[config.mk]
export PLATFORM = sky130hd
export DESIGN_NAME = byte_stuffing_deframer
export DESIGN_NICKNAME = d
export VERILOG_FILES = /design/src/hdl/bsd_pkg.sv /design/src/hdl/bsd_ram.sv /design/src/hdl/bsd_ctrl.sv /design/src/hdl/byte_stuffing_deframer.sv
export SDC_FILE = /design/constraint.sdc
export NUM_CORES = 1
export LEC_CHECK = 0
export BUFFER_PORTS_ARGS = -buffer_cell sky130_fd_sc_hd__buf_2
export CORE_MARGIN = 2
export CORE_UTILIZATION = 60
export CTS_BUF_LIST = sky130_fd_sc_hd__clkbuf_4
export DETAILED_ROUTE_END_ITERATION = 12
export HOLD_SLACK_MARGIN = 0.03
export PLACE_DENSITY = 0.77
export REMOVE_ABC_BUFFERS = 1
export SYNTH_ARGS = -nofsm -noshare
export SYNTH_HDL_FRONTEND = slang
export SYNTH_HIERARCHICAL = 1
export SYNTH_SLANG_ARGS = --single-unit
[constraint.sdc]
create_clock -name clk_i -period 4.6 [get_ports clk_i]
set_input_delay 0 -clock clk_i [delete_from_list [all_inputs] [get_ports clk_i]]
set_output_delay 0 -clock clk_i [all_outputs]
set_load 0.005 [all_outputs]
[src/hdl/bsd_pkg.sv]
`default_nettype none

package bsd_pkg;

  // Default depth of the frame store, in bytes.
  localparam int unsigned FrameDepthDef = 64;

  localparam int unsigned ByteW  = 8;
  localparam int unsigned KindW  = 2;
  localparam int unsigned PlenW  = 6;
  localparam int unsigned CntW   = 16;
  localparam int unsigned CfgIdxW = 2;

  // Escaped bytes must have this bit clear and get it flipped.
  localparam int unsigned StuffBitPos = 5;
  localparam logic [ByteW-1:0] StuffMask = 8'h20;

  // Start byte, type byte and stop byte at the least.
  localparam int unsigned MinFrame = 3;

  localparam logic [ByteW-1:0] StartByteRst  = 8'h7E;
  localparam logic [ByteW-1:0] StopByteRst   = 8'h7C;
  localparam logic [ByteW-1:0] EscapeByteRst = 8'h7D;

  typedef enum logic [KindW-1:0] {
    KIND_MSG      = 2'd0,
    KIND_STUFF    = 2'd1,
    KIND_FRAMING  = 2'd2,
    KIND_OVERSIZE = 2'd3
  } kind_e;

  typedef enum logic [CfgIdxW-1:0] {
    CFG_START  = 2'd0,
    CFG_STOP   = 2'd1,
    CFG_ESCAPE = 2'd2
  } cfg_idx_e;

  typedef enum logic [1:0] {
    ST_IDLE,
    ST_CHECK,
    ST_READ
  } state_e;

  typedef struct packed {
    logic [ByteW-1:0] start_byte;
    logic [ByteW-1:0] stop_byte;
    logic [ByteW-1:0] escape_byte;
  } cfg_t;

  typedef struct packed {
    kind_e            kind;
    logic [ByteW-1:0] data_byte;
    logic             is_last;
    logic [PlenW-1:0] payload_len;
    logic [CntW-1:0]  stuff_cnt;
    logic [CntW-1:0]  framing_cnt;
    logic [CntW-1:0]  oversize_cnt;
  } res_t;

endpackage

`default_nettype wire

[src/hdl/bsd_ram.sv]
`default_nettype none

// Simple dual-port RAM: one write port, one read port with registered data.
module bsd_ram #(
  parameter int unsigned Width = 8,
  parameter int unsigned Depth = 64
) (
  input  wire logic                     clk_i,
  input  wire logic                     we_i,
  input  wire logic [$clog2(Depth)-1:0] waddr_i,
  input  wire logic [Width-1:0]         wdata_i,
  input  wire logic [$clog2(Depth)-1:0] raddr_i,
  output      logic [Width-1:0]         rdata_o
);

  logic [Width-1:0] mem_q [Depth];

  always_ff @(posedge clk_i) begin
    if (we_i) begin
      mem_q[waddr_i] <= wdata_i;
    end
    rdata_o <= mem_q[raddr_i];
  end

endmodule

`default_nettype wire

[src/hdl/bsd_ctrl.sv]
`default_nettype none

// Per-byte destuffing and framing control, error counters and frame readout.
module bsd_ctrl #(
  parameter int unsigned Depth = bsd_pkg::FrameDepthDef
) (
  input  wire logic                      clk_i,
  input  wire logic                      rst_ni,
  input  wire bsd_pkg::cfg_t             cfg_i,
  input  wire logic                      byte_valid_i,
  input  wire logic [bsd_pkg::ByteW-1:0] byte_i,
  output      logic                      byte_ready_o,
  output      logic                      res_valid_o,
  input  wire logic                      res_ready_i,
  output      bsd_pkg::res_t             res_o,
  output      logic                      mem_we_o,
  output      logic [$clog2(Depth)-1:0]  mem_waddr_o,
  output      logic [bsd_pkg::ByteW-1:0] mem_wdata_o,
  output      logic [$clog2(Depth)-1:0]  mem_raddr_o,
  input  wire logic [bsd_pkg::ByteW-1:0] mem_rdata_i
);
  import bsd_pkg::*;

  localparam int unsigned AW = $clog2(Depth);
  localparam int unsigned FW = $clog2(Depth + 1);

  state_e            state_q, state_d;
  logic              esc_q, esc_d;
  logic              inmsg_q, inmsg_d;
  logic [FW-1:0]     fill_q, fill_d;
  logic [FW-1:0]     fill_inc;
  logic [CntW-1:0]   stuff_q, stuff_d;
  logic [CntW-1:0]   framing_q, framing_d;
  logic [CntW-1:0]   over_q, over_d;
  logic [AW-1:0]     cur_q, cur_d;
  logic [AW-1:0]     last_q, last_d;
  logic [PlenW-1:0]  plen_q, plen_d;
  logic              acc;
  logic              chk_ovf;

  assign byte_ready_o = (state_q == ST_IDLE) && res_ready_i;
  assign acc          = byte_valid_i && byte_ready_o;
  assign fill_inc     = fill_q + 1'b1;

  always_ff @(posedge clk_i or negedge rst_ni) begin
    if (!rst_ni) begin
      state_q   <= ST_IDLE;
      esc_q     <= 1'b0;
      inmsg_q   <= 1'b0;
      fill_q    <= '0;
      stuff_q   <= '0;
      framing_q <= '0;
      over_q    <= '0;
      cur_q     <= '0;
      last_q    <= '0;
      plen_q    <= '0;
    end else begin
      state_q   <= state_d;
      esc_q     <= esc_d;
      inmsg_q   <= inmsg_d;
      fill_q    <= fill_d;
      stuff_q   <= stuff_d;
      framing_q <= framing_d;
      over_q    <= over_d;
      cur_q     <= cur_d;
      last_q    <= last_d;
      plen_q    <= plen_d;
    end
  end

  always_comb begin
    state_d     = state_q;
    esc_d       = esc_q;
    inmsg_d     = inmsg_q;
    fill_d      = fill_q;
    stuff_d     = stuff_q;
    framing_d   = framing_q;
    over_d      = over_q;
    cur_d       = cur_q;
    last_d      = last_q;
    plen_d      = plen_q;
    chk_ovf     = 1'b0;
    mem_we_o    = 1'b0;
    mem_waddr_o = fill_q[AW-1:0];
    mem_wdata_o = byte_i;
    mem_raddr_o = '0;
    res_valid_o = 1'b0;
    res_o.kind        = KIND_MSG;
    res_o.data_byte   = '0;
    res_o.is_last     = 1'b1;
    res_o.payload_len = '0;

    case (state_q)
      ST_IDLE: begin
        if (acc) begin
          if (byte_i == cfg_i.escape_byte) begin
            esc_d = 1'b1;
          end else if (esc_q) begin
            esc_d = 1'b0;
            if (byte_i[StuffBitPos]) begin
              inmsg_d     = 1'b0;
              fill_d      = '0;
              stuff_d     = stuff_q + 1'b1;
              res_valid_o = 1'b1;
              res_o.kind  = KIND_STUFF;
            end else begin
              mem_we_o    = 1'b1;
              mem_wdata_o = byte_i ^ StuffMask;
              fill_d      = fill_inc;
              chk_ovf     = 1'b1;
            end
          end else begin
            mem_we_o = 1'b1;
            fill_d   = fill_inc;
            if (byte_i == cfg_i.stop_byte && inmsg_q) begin
              inmsg_d = 1'b0;
              fill_d  = '0;
              if (fill_inc >= FW'(MinFrame)) begin
                state_d = ST_CHECK;
                plen_d  = PlenW'(fill_inc - FW'(MinFrame));
                last_d  = AW'(fill_q - 1'b1);
              end
            end else begin
              if (byte_i == cfg_i.stop_byte) begin
                fill_d      = '0;
                framing_d   = framing_q + 1'b1;
                res_valid_o = 1'b1;
                res_o.kind  = KIND_FRAMING;
              end
              if (byte_i == cfg_i.start_byte) begin
                if (inmsg_q) begin
                  inmsg_d     = 1'b0;
                  fill_d      = '0;
                  framing_d   = framing_q + 1'b1;
                  res_valid_o = 1'b1;
                  res_o.kind  = KIND_FRAMING;
                end else begin
                  inmsg_d = 1'b1;
                end
              end
              chk_ovf = 1'b1;
            end
          end
          // A misplaced start or stop empties the store, so at most one
          // error result can come out of one byte.
          if (chk_ovf && fill_d == FW'(Depth)) begin
            fill_d      = '0;
            inmsg_d     = 1'b0;
            over_d      = over_q + 1'b1;
            res_valid_o = 1'b1;
            res_o.kind  = KIND_OVERSIZE;
          end
        end
      end
      ST_CHECK: begin
        // Read data holds the first stored byte of the closed frame.
        mem_raddr_o = AW'(1);
        if (mem_rdata_i == cfg_i.start_byte) begin
          state_d = ST_READ;
          cur_d   = AW'(1);
        end else begin
          state_d = ST_IDLE;
        end
      end
      ST_READ: begin
        res_valid_o       = 1'b1;
        res_o.data_byte   = mem_rdata_i;
        res_o.is_last     = (cur_q == last_q);
        res_o.payload_len = plen_q;
        mem_raddr_o       = cur_q;
        if (res_ready_i) begin
          if (cur_q == last_q) begin
            state_d = ST_IDLE;
          end else begin
            cur_d       = cur_q + 1'b1;
            mem_raddr_o = cur_d;
          end
        end
      end
      default: begin
        state_d = ST_IDLE;
      end
    endcase

    res_o.stuff_cnt    = stuff_d;
    res_o.framing_cnt  = framing_d;
    res_o.oversize_cnt = over_d;
  end

  a_res_src: assert property (@(posedge clk_i) disable iff (!rst_ni)
    res_valid_o |-> (acc || state_q == ST_READ))
    else $error("result raised outside a byte accept or a readout");

  a_no_write_busy: assert property (@(posedge clk_i) disable iff (!rst_ni)
    mem_we_o |-> state_q == ST_IDLE)
    else $error("frame store written during readout");

  a_fill_room: assert property (@(posedge clk_i) disable iff (!rst_ni)
    state_q == ST_IDLE |-> fill_q < FW'(Depth))
    else $error("fill count left at store depth");

  a_read_range: assert property (@(posedge clk_i) disable iff (!rst_ni)
    state_q == ST_READ |-> (cur_q <= last_q && cur_q != '0))
    else $error("readout index outside the payload");

  a_escape_quiet: assert property (@(posedge clk_i) disable iff (!rst_ni)
    (acc && byte_i == cfg_i.escape_byte) |=> esc_q && !inmsg_q == !$past(inmsg_q))
    else $error("escape byte changed frame state");

endmodule

`default_nettype wire

[src/hdl/byte_stuffing_deframer.sv]
`default_nettype none

// Receive-side deframer for a byte-stuffed serial link. Each slave beat carries
// one line byte. An escape byte makes the next byte data with bit 5 flipped (it
// must arrive with bit 5 clear, else a stuffing error is reported and the frame
// is dropped). Plain bytes, inside or outside a frame, go into a frame store of
// FRAME_DEPTH bytes held in a single synchronous RAM. A stop byte inside a frame
// closes it; if the frame has at least three bytes and its first stored byte is
// the start byte, the type byte and the payload bytes come out as message beats
// (tuser = 0), tlast on the final one, with the payload length in tdata. A
// misplaced start or stop byte gives one framing-error beat, a full store one
// oversize-error beat; every master beat carries the three 16-bit wrapping error
// counters as they stand after that beat's update. A byte that does not close
// a frame is handled in the idle state. The closing byte of a delivered frame
// moves the block to a check state, which reads back the first stored byte, and
// then to a read state, which hands out the delivered bytes in turn through the
// RAM's single read port. A closed frame whose first stored byte is not the
// start byte is dropped in the check state, and a frame shorter than three
// bytes is dropped with its closing byte. The block takes a byte only in the
// idle state and when its output register is empty or being emptied in that
// cycle. No clearing pass follows reset: the store is only read at entries
// written in the current frame.
// Registers (write-only): index 0 start byte, 1 stop byte, 2 escape byte.
module byte_stuffing_deframer #(
  parameter int unsigned FRAME_DEPTH = bsd_pkg::FrameDepthDef
) (
  input  wire logic                        clk_i,
  input  wire logic                        rst_ni,
  // Configuration write port.
  input  wire logic                        cfg_we_i,
  input  wire logic [bsd_pkg::CfgIdxW-1:0] cfg_idx_i,
  input  wire logic [bsd_pkg::ByteW-1:0]   cfg_wdata_i,
  // Line bytes in.
  input  wire logic                        s_axis_tvalid,
  output      logic                        s_axis_tready,
  input  wire logic [7:0]                  s_axis_tdata,   // [7:0] line_byte
  // Results out.
  output      logic                        m_axis_tvalid,
  input  wire logic                        m_axis_tready,
  // [7:0] data_byte, [13:8] payload_len, [29:14] stuff_error_count,
  // [45:30] framing_error_count, [61:46] oversize_error_count, [63:62] zero
  output      logic [63:0]                 m_axis_tdata,
  output      logic                        m_axis_tlast,
  output      logic [1:0]                  m_axis_tuser    // [1:0] kind
);
  import bsd_pkg::*;

  localparam int unsigned AW = $clog2(FRAME_DEPTH);

  cfg_t             cfg_q;
  res_t             res;
  res_t             out_q;
  logic             res_valid;
  logic             out_valid_q;
  logic             out_free;
  logic             mem_we;
  logic [AW-1:0]    mem_waddr;
  logic [ByteW-1:0] mem_wdata;
  logic [AW-1:0]    mem_raddr;
  logic [ByteW-1:0] mem_rdata;

  // Configuration registers; writes past the last index are ignored.
  always_ff @(posedge clk_i or negedge rst_ni) begin
    if (!rst_ni) begin
      cfg_q.start_byte  <= StartByteRst;
      cfg_q.stop_byte   <= StopByteRst;
      cfg_q.escape_byte <= EscapeByteRst;
    end else if (cfg_we_i) begin
      case (cfg_idx_e'(cfg_idx_i))
        CFG_START:  cfg_q.start_byte  <= cfg_wdata_i;
        CFG_STOP:   cfg_q.stop_byte   <= cfg_wdata_i;
        CFG_ESCAPE: cfg_q.escape_byte <= cfg_wdata_i;
        default: begin
        end
      endcase
    end
  end

  bsd_ctrl #(
    .Depth(FRAME_DEPTH)
  ) u_ctrl (
    .clk_i       (clk_i),
    .rst_ni      (rst_ni),
    .cfg_i       (cfg_q),
    .byte_valid_i(s_axis_tvalid),
    .byte_i      (s_axis_tdata),
    .byte_ready_o(s_axis_tready),
    .res_valid_o (res_valid),
    .res_ready_i (out_free),
    .res_o       (res),
    .mem_we_o    (mem_we),
    .mem_waddr_o (mem_waddr),
    .mem_wdata_o (mem_wdata),
    .mem_raddr_o (mem_raddr),
    .mem_rdata_i (mem_rdata)
  );

  bsd_ram #(
    .Width(ByteW),
    .Depth(FRAME_DEPTH)
  ) u_frame_store (
    .clk_i  (clk_i),
    .we_i   (mem_we),
    .waddr_i(mem_waddr),
    .wdata_i(mem_wdata),
    .raddr_i(mem_raddr),
    .rdata_o(mem_rdata)
  );

  // Output register: a new beat may load when it is empty or being taken.
  assign out_free = !out_valid_q || m_axis_tready;

  always_ff @(posedge clk_i or negedge rst_ni) begin
    if (!rst_ni) begin
      out_valid_q <= 1'b0;
    end else if (out_free) begin
      out_valid_q <= res_valid;
    end
  end

  always_ff @(posedge clk_i) begin
    if (out_free && res_valid) begin
      out_q <= res;
    end
  end

  assign m_axis_tvalid = out_valid_q;
  assign m_axis_tlast  = out_q.is_last;
  assign m_axis_tuser  = out_q.kind;
  assign m_axis_tdata  = {2'b00, out_q.oversize_cnt, out_q.framing_cnt, out_q.stuff_cnt,
                          out_q.payload_len, out_q.data_byte};

endmodule

`default_nettype wire

# Word-level counts from Yosys, hierarchy flattened
# Memories as Yosys holds them, arrays and structs flattened. A register that Yosys moved wholly into a read port is not among the register bits.
# Index checks and enable logic that the tools add are counted.
# word_totals
memories,1
ram_bits,512
word_cells,155
regBits,167
inputBits,23
out_inout_bits,69
# mem_list
name,depth,width,read_ports,rd_ports_with_merged_regs,write_ports,line,rtl
u_frame_store.mem_q,64,8,1,1,1,bsd_ram.sv:16,logic [Width-1:0] mem_q [Depth];
# op_classes
n_lt_le_gt_ge,1
eq_ne,20
bitwise,3
add_sub_neg,7
n_reduce_logical,19
n_mux,83
# op_table
operator,count
2-to-1 mux 16 bit,16
2-to-1 mux 7 bit,10
adder 16 x 1 -> 16 bit (second input constant),3
2-to-1 mux 6 bit,8
equality test 8 bit,4
2-to-1 mux 1 bit,30
2-to-1 mux 2 bit,15
case mux 6 bit (2 select lines),2
!= test 2 bit (second input constant),6
AND reduction 2 bit,5
adder 7 x 1 -> 7 bit (second input constant),1
equality test 7 bit (second input constant),1
>= comparator 7 x 2 -> 1 bit (second input constant),1
AND reduction 7 bit,1
adder 6 x 1 -> 6 bit (second input constant),1
equality test 6 bit,1
!= test 2 x 1 -> 1 bit (second input constant),3
case mux 2 bit (3 select lines),1
AND reduction 6 bit,1
subtractor 6 x 1 -> 6 bit (second input constant),1
subtractor 6 x 2 -> 6 bit (second input constant),1
logical AND 1 bit,5
AND reduction 5 bit,1
equality test 2 x 1 -> 1 bit (second input constant),2
9 further kinds,13

# Longest topological paths before layout
# Gate-level depths: netlist (run 1).
# depth
depth_word,15
mapped_depth,16
ltp_nobuf,11

# Modules after synthesis
# Netlist (run 1), hierarchy kept.
# by_module_without_submodules
module,instances,cells_per_inst,area_per_inst_um2,seq_area_each_um2
bsd_ram,1,972,20190.6,15534.9
bsd_ctrl,1,488,4862.2,1926.8
byte_stuffing_deframer,1,123,2947.8,2598.7

# Worst setup path after synthesis (run 1)
# No wires, ideal clock.
# synth_path
kind,reg2reg
from,register u_ctrl.fill_q[1]
to,register out_q (netlist bit m_axis_tdata[0]) (enable)
period_less_slack_ps,3847
t_required_ps,4170
stages_incl_launch_ff,10
path_slack_ps,753
arrival_time_ps,3417
setup_time_ps,430
path_buffers,1
cell_sequence,dfrtp_1 ha_1 buf_6 and4_1 a21boi_1 o211ai_1 nor3b_1 nand3_1 nand4b_1 and2_1
# synth_between
elab_chain_len,15
elab_cells_between_ends,16
classes_between,1 x add/sub; 1 x eq/ne; 12 x mux; 2 x reduce/logical
# synth_rtl
element,line,rtl
start: declaration,bsd_ctrl.sv:30,"logic [FW-1:0] fill_q, fill_d;"
start signal: assignment,bsd_ctrl.sv:61,fill_q <= fill_d;
adder 7 x 1 -> 7 bit,bsd_ctrl.sv:43,assign fill_inc = fill_q + 1'b1;
2-to-1 mux 7 bit,bsd_ctrl.sv:124,if (byte_i == cfg_i.stop_byte) begin
2-to-1 mux 7 bit,bsd_ctrl.sv:131,if (inmsg_q) begin
2-to-1 mux 7 bit,bsd_ctrl.sv:130,if (byte_i == cfg_i.start_byte) begin
2-to-1 mux 7 bit,bsd_ctrl.sv:115,if (byte_i == cfg_i.stop_byte && inmsg_q) begin
2-to-1 mux 7 bit,bsd_ctrl.sv:98,end else if (esc_q) begin
2-to-1 mux 7 bit (*),bsd_ctrl.sv:96,if (byte_i == cfg_i.escape_byte) begin
2-to-1 mux 7 bit (*),bsd_ctrl.sv:95,if (acc) begin
2-to-1 mux 7 bit (*),bsd_ctrl.sv:93,case (state_q)
equality test 7 bit (*),bsd_ctrl.sv:146,if (chk_ovf && fill_d == FW'(Depth)) begin
logical AND 1 bit (*),bsd_ctrl.sv:146,
2-to-1 mux 1 bit (*),bsd_ctrl.sv:146,
2-to-1 mux 1 bit (*),bsd_ctrl.sv:95,
case mux 1 bit (2 select lines) (*),bsd_ctrl.sv:93,
net res_valid,byte_stuffing_deframer.sv:53,logic res_valid;
logical AND 1 bit (*),byte_stuffing_deframer.sv:122,if (out_free && res_valid) begin
end signal: assignment,byte_stuffing_deframer.sv:123,out_q <= res;
end: declaration,byte_stuffing_deframer.sv:52,res_t out_q;
# Mark *: on every way through the listed nets, which the timed path passes. The rest lies on a longest branch. The select of a mux whose other input is x is not followed.
# A chain may end at the register's enable or synchronous reset.

# Worst setup path after layout (run 1)
# layout_path
from,register u_ctrl.cur_q[0]
to,register u_frame_store.rdata_o[5] (read register of u_frame_store.mem_q)
# layout_between
elab_chain_len,4
elab_cells_between_ends,5
classes_between,1 x add/sub; 1 x eq/ne; 3 x mux
# layout_rtl
element,line,rtl
start: declaration,bsd_ctrl.sv:35,"logic [AW-1:0] cur_q, cur_d;"
start signal: assignment,bsd_ctrl.sv:65,cur_q <= cur_d;
adder 6 x 1 -> 6 bit or equality test 6 bit (tied branches),"bsd_ctrl.sv:175, bsd_ctrl.sv:172",
2-to-1 mux 6 bit,--,
2-to-1 mux 6 bit (*),--,
case mux 6 bit (2 select lines) (*),bsd_ctrl.sv:93,
net mem_raddr[0],byte_stuffing_deframer.sv:59,logic [AW-1:0] mem_raddr;
end: declaration,bsd_ram.sv:13,output logic [Width-1:0] rdata_o
# Mark *: on every way through the listed nets, which the timed path passes. The rest lies on a longest branch.

==> results of run 1 <==
final cells by class:
class / count / area (um2)
flip-flops and latches: 687 / 20100
well taps: 607 / 759
multi-input cells: 791 / 7360
clock inverters: 47 / 325
diodes: 8 / 20.0
clock buffers: 230 / 1730
fillers: 3037 / 14500
repair buffers: 197 / 1430
inverters: 16 / 60.1
what timing repair did:
item | CTS | global route
hold buffers | 48 | 0
hold endpoints to repair | 733 | 0
setup buffers | 0 | 0
critical path, cell delays in order, from the launching register on:
cell     delay [ns]
dfrtp_1        0.48
xnor2_1        0.21
nand2_1        0.13
o21a_1         0.29
xor2_1         0.16
a21oi_1        0.12
nor2b_4        0.43
buf_4          0.45
mux4_2         0.56
o22ai_1        0.27
nor2_1         0.08
o21ai_0        0.67
nand3_1        0.13
power by group:
| group | total, mW | switching, mW | leakage [nW] | internal [mW] |
|---|---|---|---|---|
| clock network | 4.91 | 2.33 | 1.23 | 2.58 |
| logic | 1.22 | 0.767 | 3.16 | 0.452 |
| registers | 7.27 | 0.253 | 6.71 | 7.02 |
sequential cells by signal, indices dropped and copies added, names as in the netlist:
name / cells
u_frame_store/mem_q: 512
m_axis_tdata: 62
cfg_q: 24
u_ctrl/framing_q: 16
u_ctrl/over_q: 16
u_ctrl/stuff_q: 16
u_frame_store/rdata_o: 8
u_ctrl/fill_q: 7
u_ctrl/cur_q: 6
u_ctrl/last_q: 6
u_ctrl/plen_q: 6
m_axis_tuser: 2
u_ctrl/state_q: 2
m_axis_tlast: 1
m_axis_tvalid: 1
u_ctrl/esc_q: 1
u_ctrl/inmsg_q: 1
cell families (layout without fill, tap and decap cells):
family	Yosys count	count (layout)	share of synthesized area (%)
AND/OR/NAND/NOR	374	374	7.21
multiplexers	181	181	12.2
other	1	10	0.0134
AO/OA/AOI/OAI	126	126	3.13
flip-flops	687	687	71.6
XOR/XNOR	98	98	3.07
adder cells (fa/ha/maj)	10	10	0.447
buffers and inverters	106	490	2.27
cells in the mapped netlist, types with 27 or more instances:
library cell    n
dfrtp_1        85
mux4_2        124
nand2_1        56
xnor2_1        69
mux2_2         29
xor2_1         29
buf_4          29
nand3_1        44
clkbuf_1       27
nand4_1        29
nor2_1        108
edfxtp_1      577
layout by cell type, fill, tap and decap left out, drive strengths merged, types with 11 or more instances in the layout:
| cell type | count |
|---|---|
| a21oi | 19 |
| dfrtp | 85 |
| and2 | 24 |
| mux4 | 124 |
| and3 | 21 |
| clkbuf | 230 |
| nor2 | 112 |
| xor2 | 29 |
| nand3 | 46 |
| dfstp | 17 |
| o21ai | 20 |
| clkinv | 41 |
| nor3 | 11 |
| nor2b | 14 |
| mux2i | 21 |
| o22ai | 26 |
| nand2 | 56 |
| xnor2 | 69 |
| dlygate4sd3 | 47 |
| edfxtp | 577 |
| inv | 17 |
| buf | 150 |
| nand4 | 30 |
| mux2 | 36 |
per-layer routing:
| layer | vias to the layer above | track usage, % | part of all wire [%] |
|---|---|---|---|
| met5 | - | 0 | 0 |
| met4 | 0 | 11.2 | 2.7 |
| met3 | 112 | 7.74 | 11 |
| met2 | 956 | 43.4 | 49 |
| met1 | 8043 | 37.3 | 38 |
| li1 | 6865 | - | - |
stage by stage:
stage	setup TNS (ns)	instances	area, um2	worst slack (ns)	total power, mW
CTS	0	2575	31700	0.452	13.5
detailed placement	0	2250	29200	0.505	8.56
global placement	0	2250	29200	0.526	8.52
global route	0	2582	31700	0.198	13.9
floorplan	-66.64	1494	27400	-8.49	8.06
finish	0	2583	31700	0.446	13.4
worst max-delay path by stage:
stage / from / endpoint / slack [ns] / cells after the start
after CTS: u_ctrl/cur_q[0]$_DFFE_PN0P_ / u_frame_store/rdata_o[3]$_DFF_P_ / 0.45 / 12
after floorplan: u_ctrl/cur_q[2]$_DFFE_PN0P_ / u_frame_store/rdata_o[2]$_DFF_P_ / -8.49 / 9
after detailed placement: u_ctrl/cur_q[0]$_DFFE_PN0P_ / u_frame_store/rdata_o[3]$_DFF_P_ / 0.51 / 12
after global routing: u_ctrl/cur_q[3]$_DFFE_PN0P_ / u_frame_store/rdata_o[5]$_DFF_P_ / 0.20 / 12
final: u_ctrl/cur_q[0]$_DFFE_PN0P_ / u_frame_store/rdata_o[5]$_DFF_P_ / 0.45 / 12
after global placement: u_ctrl/cur_q[2]$_DFFE_PN0P_ / u_frame_store/rdata_o[3]$_DFF_P_ / 0.53 / 12
==> out/metrics.cfg, run 1 <==
[outcome]
status = complete, no violations

[worst_setup_path]
r2r_start = u_ctrl/cur_q[0]$_DFFE_PN0P_
reg2reg_depth = 12
crit_type = reg2reg
crit_path_end_kind = register
reg2reg_to = u_frame_store/rdata_o[5]$_DFF_P_
r2r_setup_slack_ns = 0.45
crit_fanout = 19
cp.arrival_ns = 5.02
worstSetupStartpointType = register
required_ns = 5.46

[sta]
slew_violations = 0
fin_crit_sh_pct = 90.3
max_freq_mhz = 241
worst_hold_slack_ns = 0.138
period_minus_slack_ns = 4.15
tightest_slew_ns = 1.05
slew_headroom_pct = 29.7
hold_viol_final = 0
setup_violations = 0
rsz0062_at_grt = no
worst_clock_skew_ns = 0.0616

[detailed_routing]
viasPerCell = 6.19
firstDrtPassIters = 7
drtAntennaViolNets = 0
wl_per_cell_um = 24.8
wl_um = 64100
first_iter_violations = 1994
drc = 0
vias = 16000

[cts]
cts_tree = built
cts_resized = 0
cts_sinks = 687
clock_latency_ns = 1.03
clockBufferDepth = 3
cts_buffers = 169
cts_root_buffer = clkbuf_4
cts-htree-levels = 4
clk_pin_slew_ns = 0.06

[power_and_ir_drop]
p_per_area_nw_per_um2 = 422
static-leakage-power_nw = 11.1
max-vdd-ir-drop_mv = 0.287

[grt]
grt_max_degree = 73
grt_pass1_vias = 16200
grt_pass1_wl_um = 97300
grt-ovfl-total = 0
antenna_found_initial = 3
grt_usage_pct = 27.8

[synthesis]
ys_types = 82
yosysWarnings = 6
netlist_instances = 1583
synth_top_area_share_pct = 61.9
synth_edf_count = 577
syn_avg_cell_area_um2 = 17.7
synth-async-reset-ratio_pct = 14.8
synthTopCellsByArea = edfxtp_1 (62%), mux4_2 (10%), dfrtp_1 (7.6%)
yosys.area.top_type = edfxtp_1
synthesis.area_um2 = 28000
synth-seq-cells = 687
ys_seq_area_share_pct = 71.6
ys.flop_type = edfxtp_1

[final_layout]
final_net_count = 1895
drive_above_1_share_pct = 31.2
area_delta_synth_final_pct = 13.4
postLayoutCoreUtil_pct = 68.6

[placed_design]
place_congestion = 0.894
port_buffers = 89
place_hpwl_um = 40800

[hold_path]
hp-start = cfg_idx_i[1]
timing.hold.worst.class = in2reg
hold_path_end = cfg_q[11]$_DFFE_PN1P_
whs_path_depth = 4

[floorplanning]
die-area_um2 = 48400
coreArea_um2 = 46300
start_util_pct = 60.5
die_w_um = 220
die_h_um = 220
ios = 92
fp-row-count = 79

[run]
drv_cap = 0

Note: power is estimated with default switching activity, not from simulation.
==> run 2, diff against run 1 <==
Settings changed: CORE_UTILIZATION 60 to 45, PLACE_DENSITY 0.77 to unset.
Clock period 4.6 ns to 4.5 ns, I/O delays scaled along.
==> run 2 against run 1 <==
  * Setup slack better by 0.28 ns
  * Via count down 0.13%
  * Die area up 33%
  * Utilization down 16 points
  * First-iteration DRC count down 22%
  * Global-route usage down 5.8 points
  * Sequential share of layout area down 1.3 points
==> out/metrics.cfg, run 2 (synthesis gave the netlist of run 1 again) <==
[hold_path]
timing.hold.worst.class = in2async

[power_and_ir_drop]
static-leakage-power_nw = 11.3
total_power_mw = 13.9
max-vdd-ir-drop_mv = 0.227
p_per_area_nw_per_um2 = 429

[placed_design]
postPlaceCellArea_um2 = 29700
place_hpwl_um = 44500
place_congestion = 0.893
dp.cells = 2511
port_buffers = 89

[worst_setup_path]
worstSetupStartpointType = register
crit_family = compound AO/OA/AOI/OAI gates
crit_fanout = 19
cp.arrival_ns = 4.66
cp-startpoint = u_ctrl/cur_q[2]$_DFFE_PN0P_
critPathSlowestCell = mux4_2
crit_path_end_kind = register
required_ns = 5.39
max_stage_delay_ns = 0.55
r2r_start = u_ctrl/cur_q[2]$_DFFE_PN0P_
crit_chain = xnor2_1 > nand4_1 > o21a_1 > xor2_1 > a21oi_1 > nor2b_4 > buf_12 > buf_4 > mux4_2 > nor2b_1 > a2111oi_0 > nor3_1 > a22o_1
crit_type = reg2reg
crit_buf_inv = 2

[sta]
setup_violations = 0
period_minus_slack_ns = 3.77
fin_crit_sh_pct = 83.8
worst_clock_skew_ns = 0.0599
rsz0062_at_grt = no
max_freq_mhz = 265
worst_hold_slack_ns = 0.163
hold_viol_final = 0
slew_headroom_pct = 24.0
tightest_slew_ns = 1.14
slew_violations = 0

[final_layout]
fill_cells = 5086
fin_cells = 2880
postLayoutCoreUtil_pct = 52.6
design_area_um2 = 32400
final_common_cell = edfxtp_1
largest_reg_flops = 512
layout_common_cells = edfxtp_1 (577), clkbuf_4 (242), mux4_2 (124)
top_register = u_frame_store/mem_q
final_net_count = 1934
drive_above_1_share_pct = 32.3
seq_area_um2 = 20100
multiInputGateArea_um2 = 7360
area_delta_synth_final_pct = 15.8

[grt]
grt_pass1_wl_um = 103000
grt-ovfl-total = 0
grt_use_met1_pct = 29.2
grt_use_met3_pct = 4.64
grt_max_degree = 66
busiest_layer = met2
antenna_found_initial = 4
grt_pass1_vias = 16300
grt_usage_pct = 22.0
grtUsageMet2_pct = 34.6

[detailed_routing]
viasPerCell = 5.54
firstDrtPassIters = 8
first_iter_violations = 1562
wl_per_cell_um = 23.9
drc = 0
wl_um = 68700
drtAntennaViolNets = 0
vias = 16000

[outcome]
status = complete, no violations

[floorplanning]
coreArea_um2 = 61600
fp-row-count = 91
die-area_um2 = 64200
die_h_um = 253
ios = 92
start_util_pct = 45.5
die_w_um = 253

[cts]
clock_latency_ns = 1.00
cts_tree = built
post_cts_buffers = 0
cts_root_buffer = clkbuf_4
cts-htree-levels = 4
ctsHoldBuffers = 50
cts_sinks = 687
clockBufferDepth = 3
clk_pin_slew_ns = 0.07
cts_buffers = 175
cts_resized = 0

[run]
drv_cap = 0

==> run 2: cell types whose count changed in the layout (fill, tap and decap cells not counted), moves of 2 or more <==
| cell | before | now |
|---|---|---|
| buf_4 | 58 | 88 |
| clkinv_1 | 30 | 54 |
| clkbuf_4 | 230 | 242 |
| diode_2 | 8 | 4 |
| bufinv_16 | 5 | 2 |
| clkinv_4 | 1 | 4 |
| clkinv_2 | 10 | 8 |
| clkinvlp_4 | 0 | 2 |
| dlygate4sd3_1 | 47 | 49 |
==> run 2: metrics by stage <==
step	setup WS [ns]	setup TNS [ns]
4_1_cts	0.763	0
6_report	0.730	0
2_1_floorplan	-8.59	-67.44
5_1_grt	0.352	0
3_3_place_gp	0.798	0
3_5_place_dp	0.797	0
==> run 2: final cells by class <==
class                           count  area share (%)
Clock inverter                     73            1.14
Inverter                           16           0.185
Timing Repair Buffer              230            5.24
Tap cell                          837            3.23
Clock buffer                      242            5.60
Antenna cell                        4          0.0309
Multi-Input combinational cell    791            22.7
Sequential cell                   687            61.9
==> run 2: metal layers <==
layer  routed length [um]  vias to the layer above
met2                33000                      683
met4                 2300                        0
met5                    0                        -
li1                     -                     6963
met3                 4800                      142
met1                28700                     8167
==> run 2: report_power, final <==
part / internal [mW] / switching (mW)
registers: 7.18 / 0.208
clock network: 2.62 / 2.54
logic: 0.492 / 0.887
total: 10.3 / 3.63
==> run 2: worst reg2reg max path: cells and delay by family, from the launching register on <==
family | cells | cell delay, ns
AOI/OAI and AO/OA | 4 | 1.04
xor gates and xnor gates | 2 | 0.35
buffers and inverters | 2 | 0.56
DFF | 1 | 0.45
muxes | 1 | 0.55
and+or+nand+nor | 4 | 0.71
==> run 2: path summary, 6_finish.rpt <==
kind	end	slack [ns]	cells past startpoint
max in group asynchronous	cfg_q[17]$_DFFE_PN1P_	3.86	4
max	u_frame_store/rdata_o[0]$_DFF_P_	0.73	13
max reg2reg	u_frame_store/rdata_o[0]$_DFF_P_	0.73	13
min reg2reg	u_ctrl/over_q[15]$_DFF_PN0_	0.47	1
min in group clk_i	u_ctrl/over_q[2]$_DFF_PN0_	0.18	5
min	u_ctrl/framing_q[2]$_DFF_PN0_	0.16	4
==> run 3, diff against run 2 <==
Clock period 4.5 ns to 3.8 ns, I/O delays scaled along.
==> run 3 against run 2 <==
  * Hold slack better by 0.0057 ns
  * Register-to-register slack got worse by 0.48 ns
  * Combinational power rose by 25%
  * Non-clock buffer count is 44 higher
  * Setup slack worse by 0.48 ns
  * First-iteration DRC count shrank 12%
  * Sequential power increased by 17%
  * Critical path type unchanged
  * Global-route usage down 0.22 points
  * Die area unchanged
  * Utilization up 0.54 points
  * Sequential share of layout area is 0.62 points lower
==> out/metrics.cfg, run 3 (synthesis gave the netlist of run 1 again) <==
[final_layout]
design_area_um2 = 32800
final_net_count = 1978
top_register = u_frame_store/mem_q
fin_cells = 2905
area_delta_synth_final_pct = 17.0
multiInputGateArea_um2 = 7370
seq_area_um2 = 20100
layout_common_cells = edfxtp_1 (577), clkbuf_4 (248), buf_4 (125)
largest_reg_flops = 512
fill_cells = 5039
final_common_cell = edfxtp_1
drive_above_1_share_pct = 34.5

[detailed_routing]
drtAntennaViolNets = 0
drc = 0
first_iter_violations = 1374
firstDrtPassIters = 5
viasPerCell = 5.50
vias = 16000
wl_um = 67600
wl_per_cell_um = 23.3

[placed_design]
place_congestion = 0.844
place_hpwl_um = 43400
port_buffers = 89
postPlaceCellArea_um2 = 30100
dp.cells = 2553
pre_cts_ws_ns = 0.196

[sta]
worst_clock_skew_ns = 0.0714
slew_headroom_pct = 41.9
hold_viol_final = 0
setup_tns_ns = 0
rsz0062_at_grt = no
fin_crit_sh_pct = 93.4
tightest_slew_ns = 0.865
max_freq_mhz = 282
layout_setup_ws_ns = 0.252
slew_violations = 0
setup_violations = 0
period_minus_slack_ns = 3.55

[floorplanning]
die-area_um2 = 64200
ios = 92
start_util_pct = 45.5
coreArea_um2 = 61600
die_h_um = 253
fp-row-count = 91
die_w_um = 253

[cts]
cts-htree-levels = 4
post_cts_buffers = 0
cts_root_buffer = clkbuf_4
clk_pin_slew_ns = 0.07
clockBufferDepth = 3
cts_buffers = 175
cts_sinks = 687
cts_tree = built
clock_latency_ns = 1.02

[outcome]
status = complete, no violations

[power_and_ir_drop]
p_per_area_nw_per_um2 = 499
seq_power_share_pct = 53.0
total_power_mw = 16.3
static-leakage-power_nw = 11.5
p_sw_share_pct = 25.4
max-vdd-ir-drop_mv = 0.281
switching_power_mw = 4.15
p_int_mw = 12.2
p_comb_share_pct = 10.6
p_clk_share_pct = 36.5

[worst_setup_path]
crit_type = reg2reg
cp.arrival_ns = 4.43
worstSetupStartpointType = register
crit_path_end_kind = register
crit_fanout = 15
required_ns = 4.69

[hold_path]
timing.hold.worst.class = in2reg

[run]
drv_cap = 0

[grt]
antenna_found_initial = 3
grt_usage_pct = 21.7
grt_max_degree = 77
grt-ovfl-total = 0
grt_pass1_wl_um = 101000
grt_pass1_vias = 16700

==> run 3: cell types whose count changed in the layout (fill, tap and decap cells not counted), moves of 2 or more <==
cell and delta:
clkbuf_4 +6, buf_12 +3, o21ai_0 -2, clkinv_1 -30
clkinv_4 -2, diode_2 +5, buf_4 +37, clkinvlp_4 +2
o21ai_1 +2, dlygate4sd3_1 +2
==> run 3: repair_timing <==
action / 4_1_cts / 5_1_grt
hold buffers: 52 / 0
hold endpoints to repair: 812 / 0
setup endpoints to repair: 0 / 5
gates resized for setup: 0 / 8
==> run 3: path summary, 6_finish.rpt <==
check	slack (ns)	cells after the start	from	to
setup / recovery	0.25	10	u_ctrl/cur_q[0]$_DFFE_PN0P_	u_frame_store/rdata_o[2]$_DFF_P_
hold reg to reg	0.47	1	u_ctrl/stuff_q[15]$_DFF_PN0_	u_ctrl/stuff_q[15]$_DFF_PN0_
hold / removal	0.17	6	s_axis_tdata[5]	u_ctrl/stuff_q[1]$_DFF_PN0_
min in group asynchronous	0.18	4	rst_ni	u_ctrl/framing_q[12]$_DFF_PN0_
max in group asynchronous	3.27	4	rst_ni	u_ctrl/plen_q[4]$_DFFE_PN0P_
setup reg to reg	0.25	10	u_ctrl/cur_q[0]$_DFFE_PN0P_	u_frame_store/rdata_o[2]$_DFF_P_
==> run 3: power groups by stage <==
stage	clock [mW]	sequential [mW]	combinational, mW
after CTS	6.17	8.66	1.72
final	5.96	8.66	1.73
after global routing	6.55	8.68	1.87
after global placement	0	8.80	1.64
after floorplan	0	8.84	0.911
after detailed placement	0	8.82	1.66
==> run 3: per-stage QoR <==
step	hold WS, ns	util [%]
CTS	0.0482	53.1
detailed placement	0.245	48.8
global placement	0.234	48.8
finish	0.169	53.2
global route	0.120	53.2
floorplan	-0.296	-
==> run 3: routing by layer <==
| metal | routed length (um) | track usage [%] | vias to the layer above | share of wire, % |
|---|---|---|---|---|
| met4 | 1750 | 8.57 | 0 | 2.6 |
| li1 | - | - | 7019 | - |
| met3 | 5330 | 5.97 | 117 | 7.9 |
| met2 | 32300 | 34.6 | 667 | 48 |
| met5 | 0 | 0 | - | 0 |
| met1 | 28100 | 28.5 | 8160 | 42 |
==> run 3: final cells by class <==
class                   count  area share, %
clock buffers             248           5.68
flip-flops and latches    687           61.2
well taps                 837           3.20
inverters                  16          0.183
diodes                      9         0.0688
multi-input cells         791           22.5
clock inverters            43          0.714
repair buffers            274           6.40
==> run 3: worst max-delay path, stage by stage, from the launching register on <==
cell     delay, ns
dfrtp_1       0.47
xnor2_1       0.17
nand2_1       0.13
o21a_2        0.23
nand4_1       0.19
xnor2_1       0.18
nor2_2        0.63
buf_4         0.33
nor2b_1       0.44
a31oi_1       0.31
a32o_1        0.33
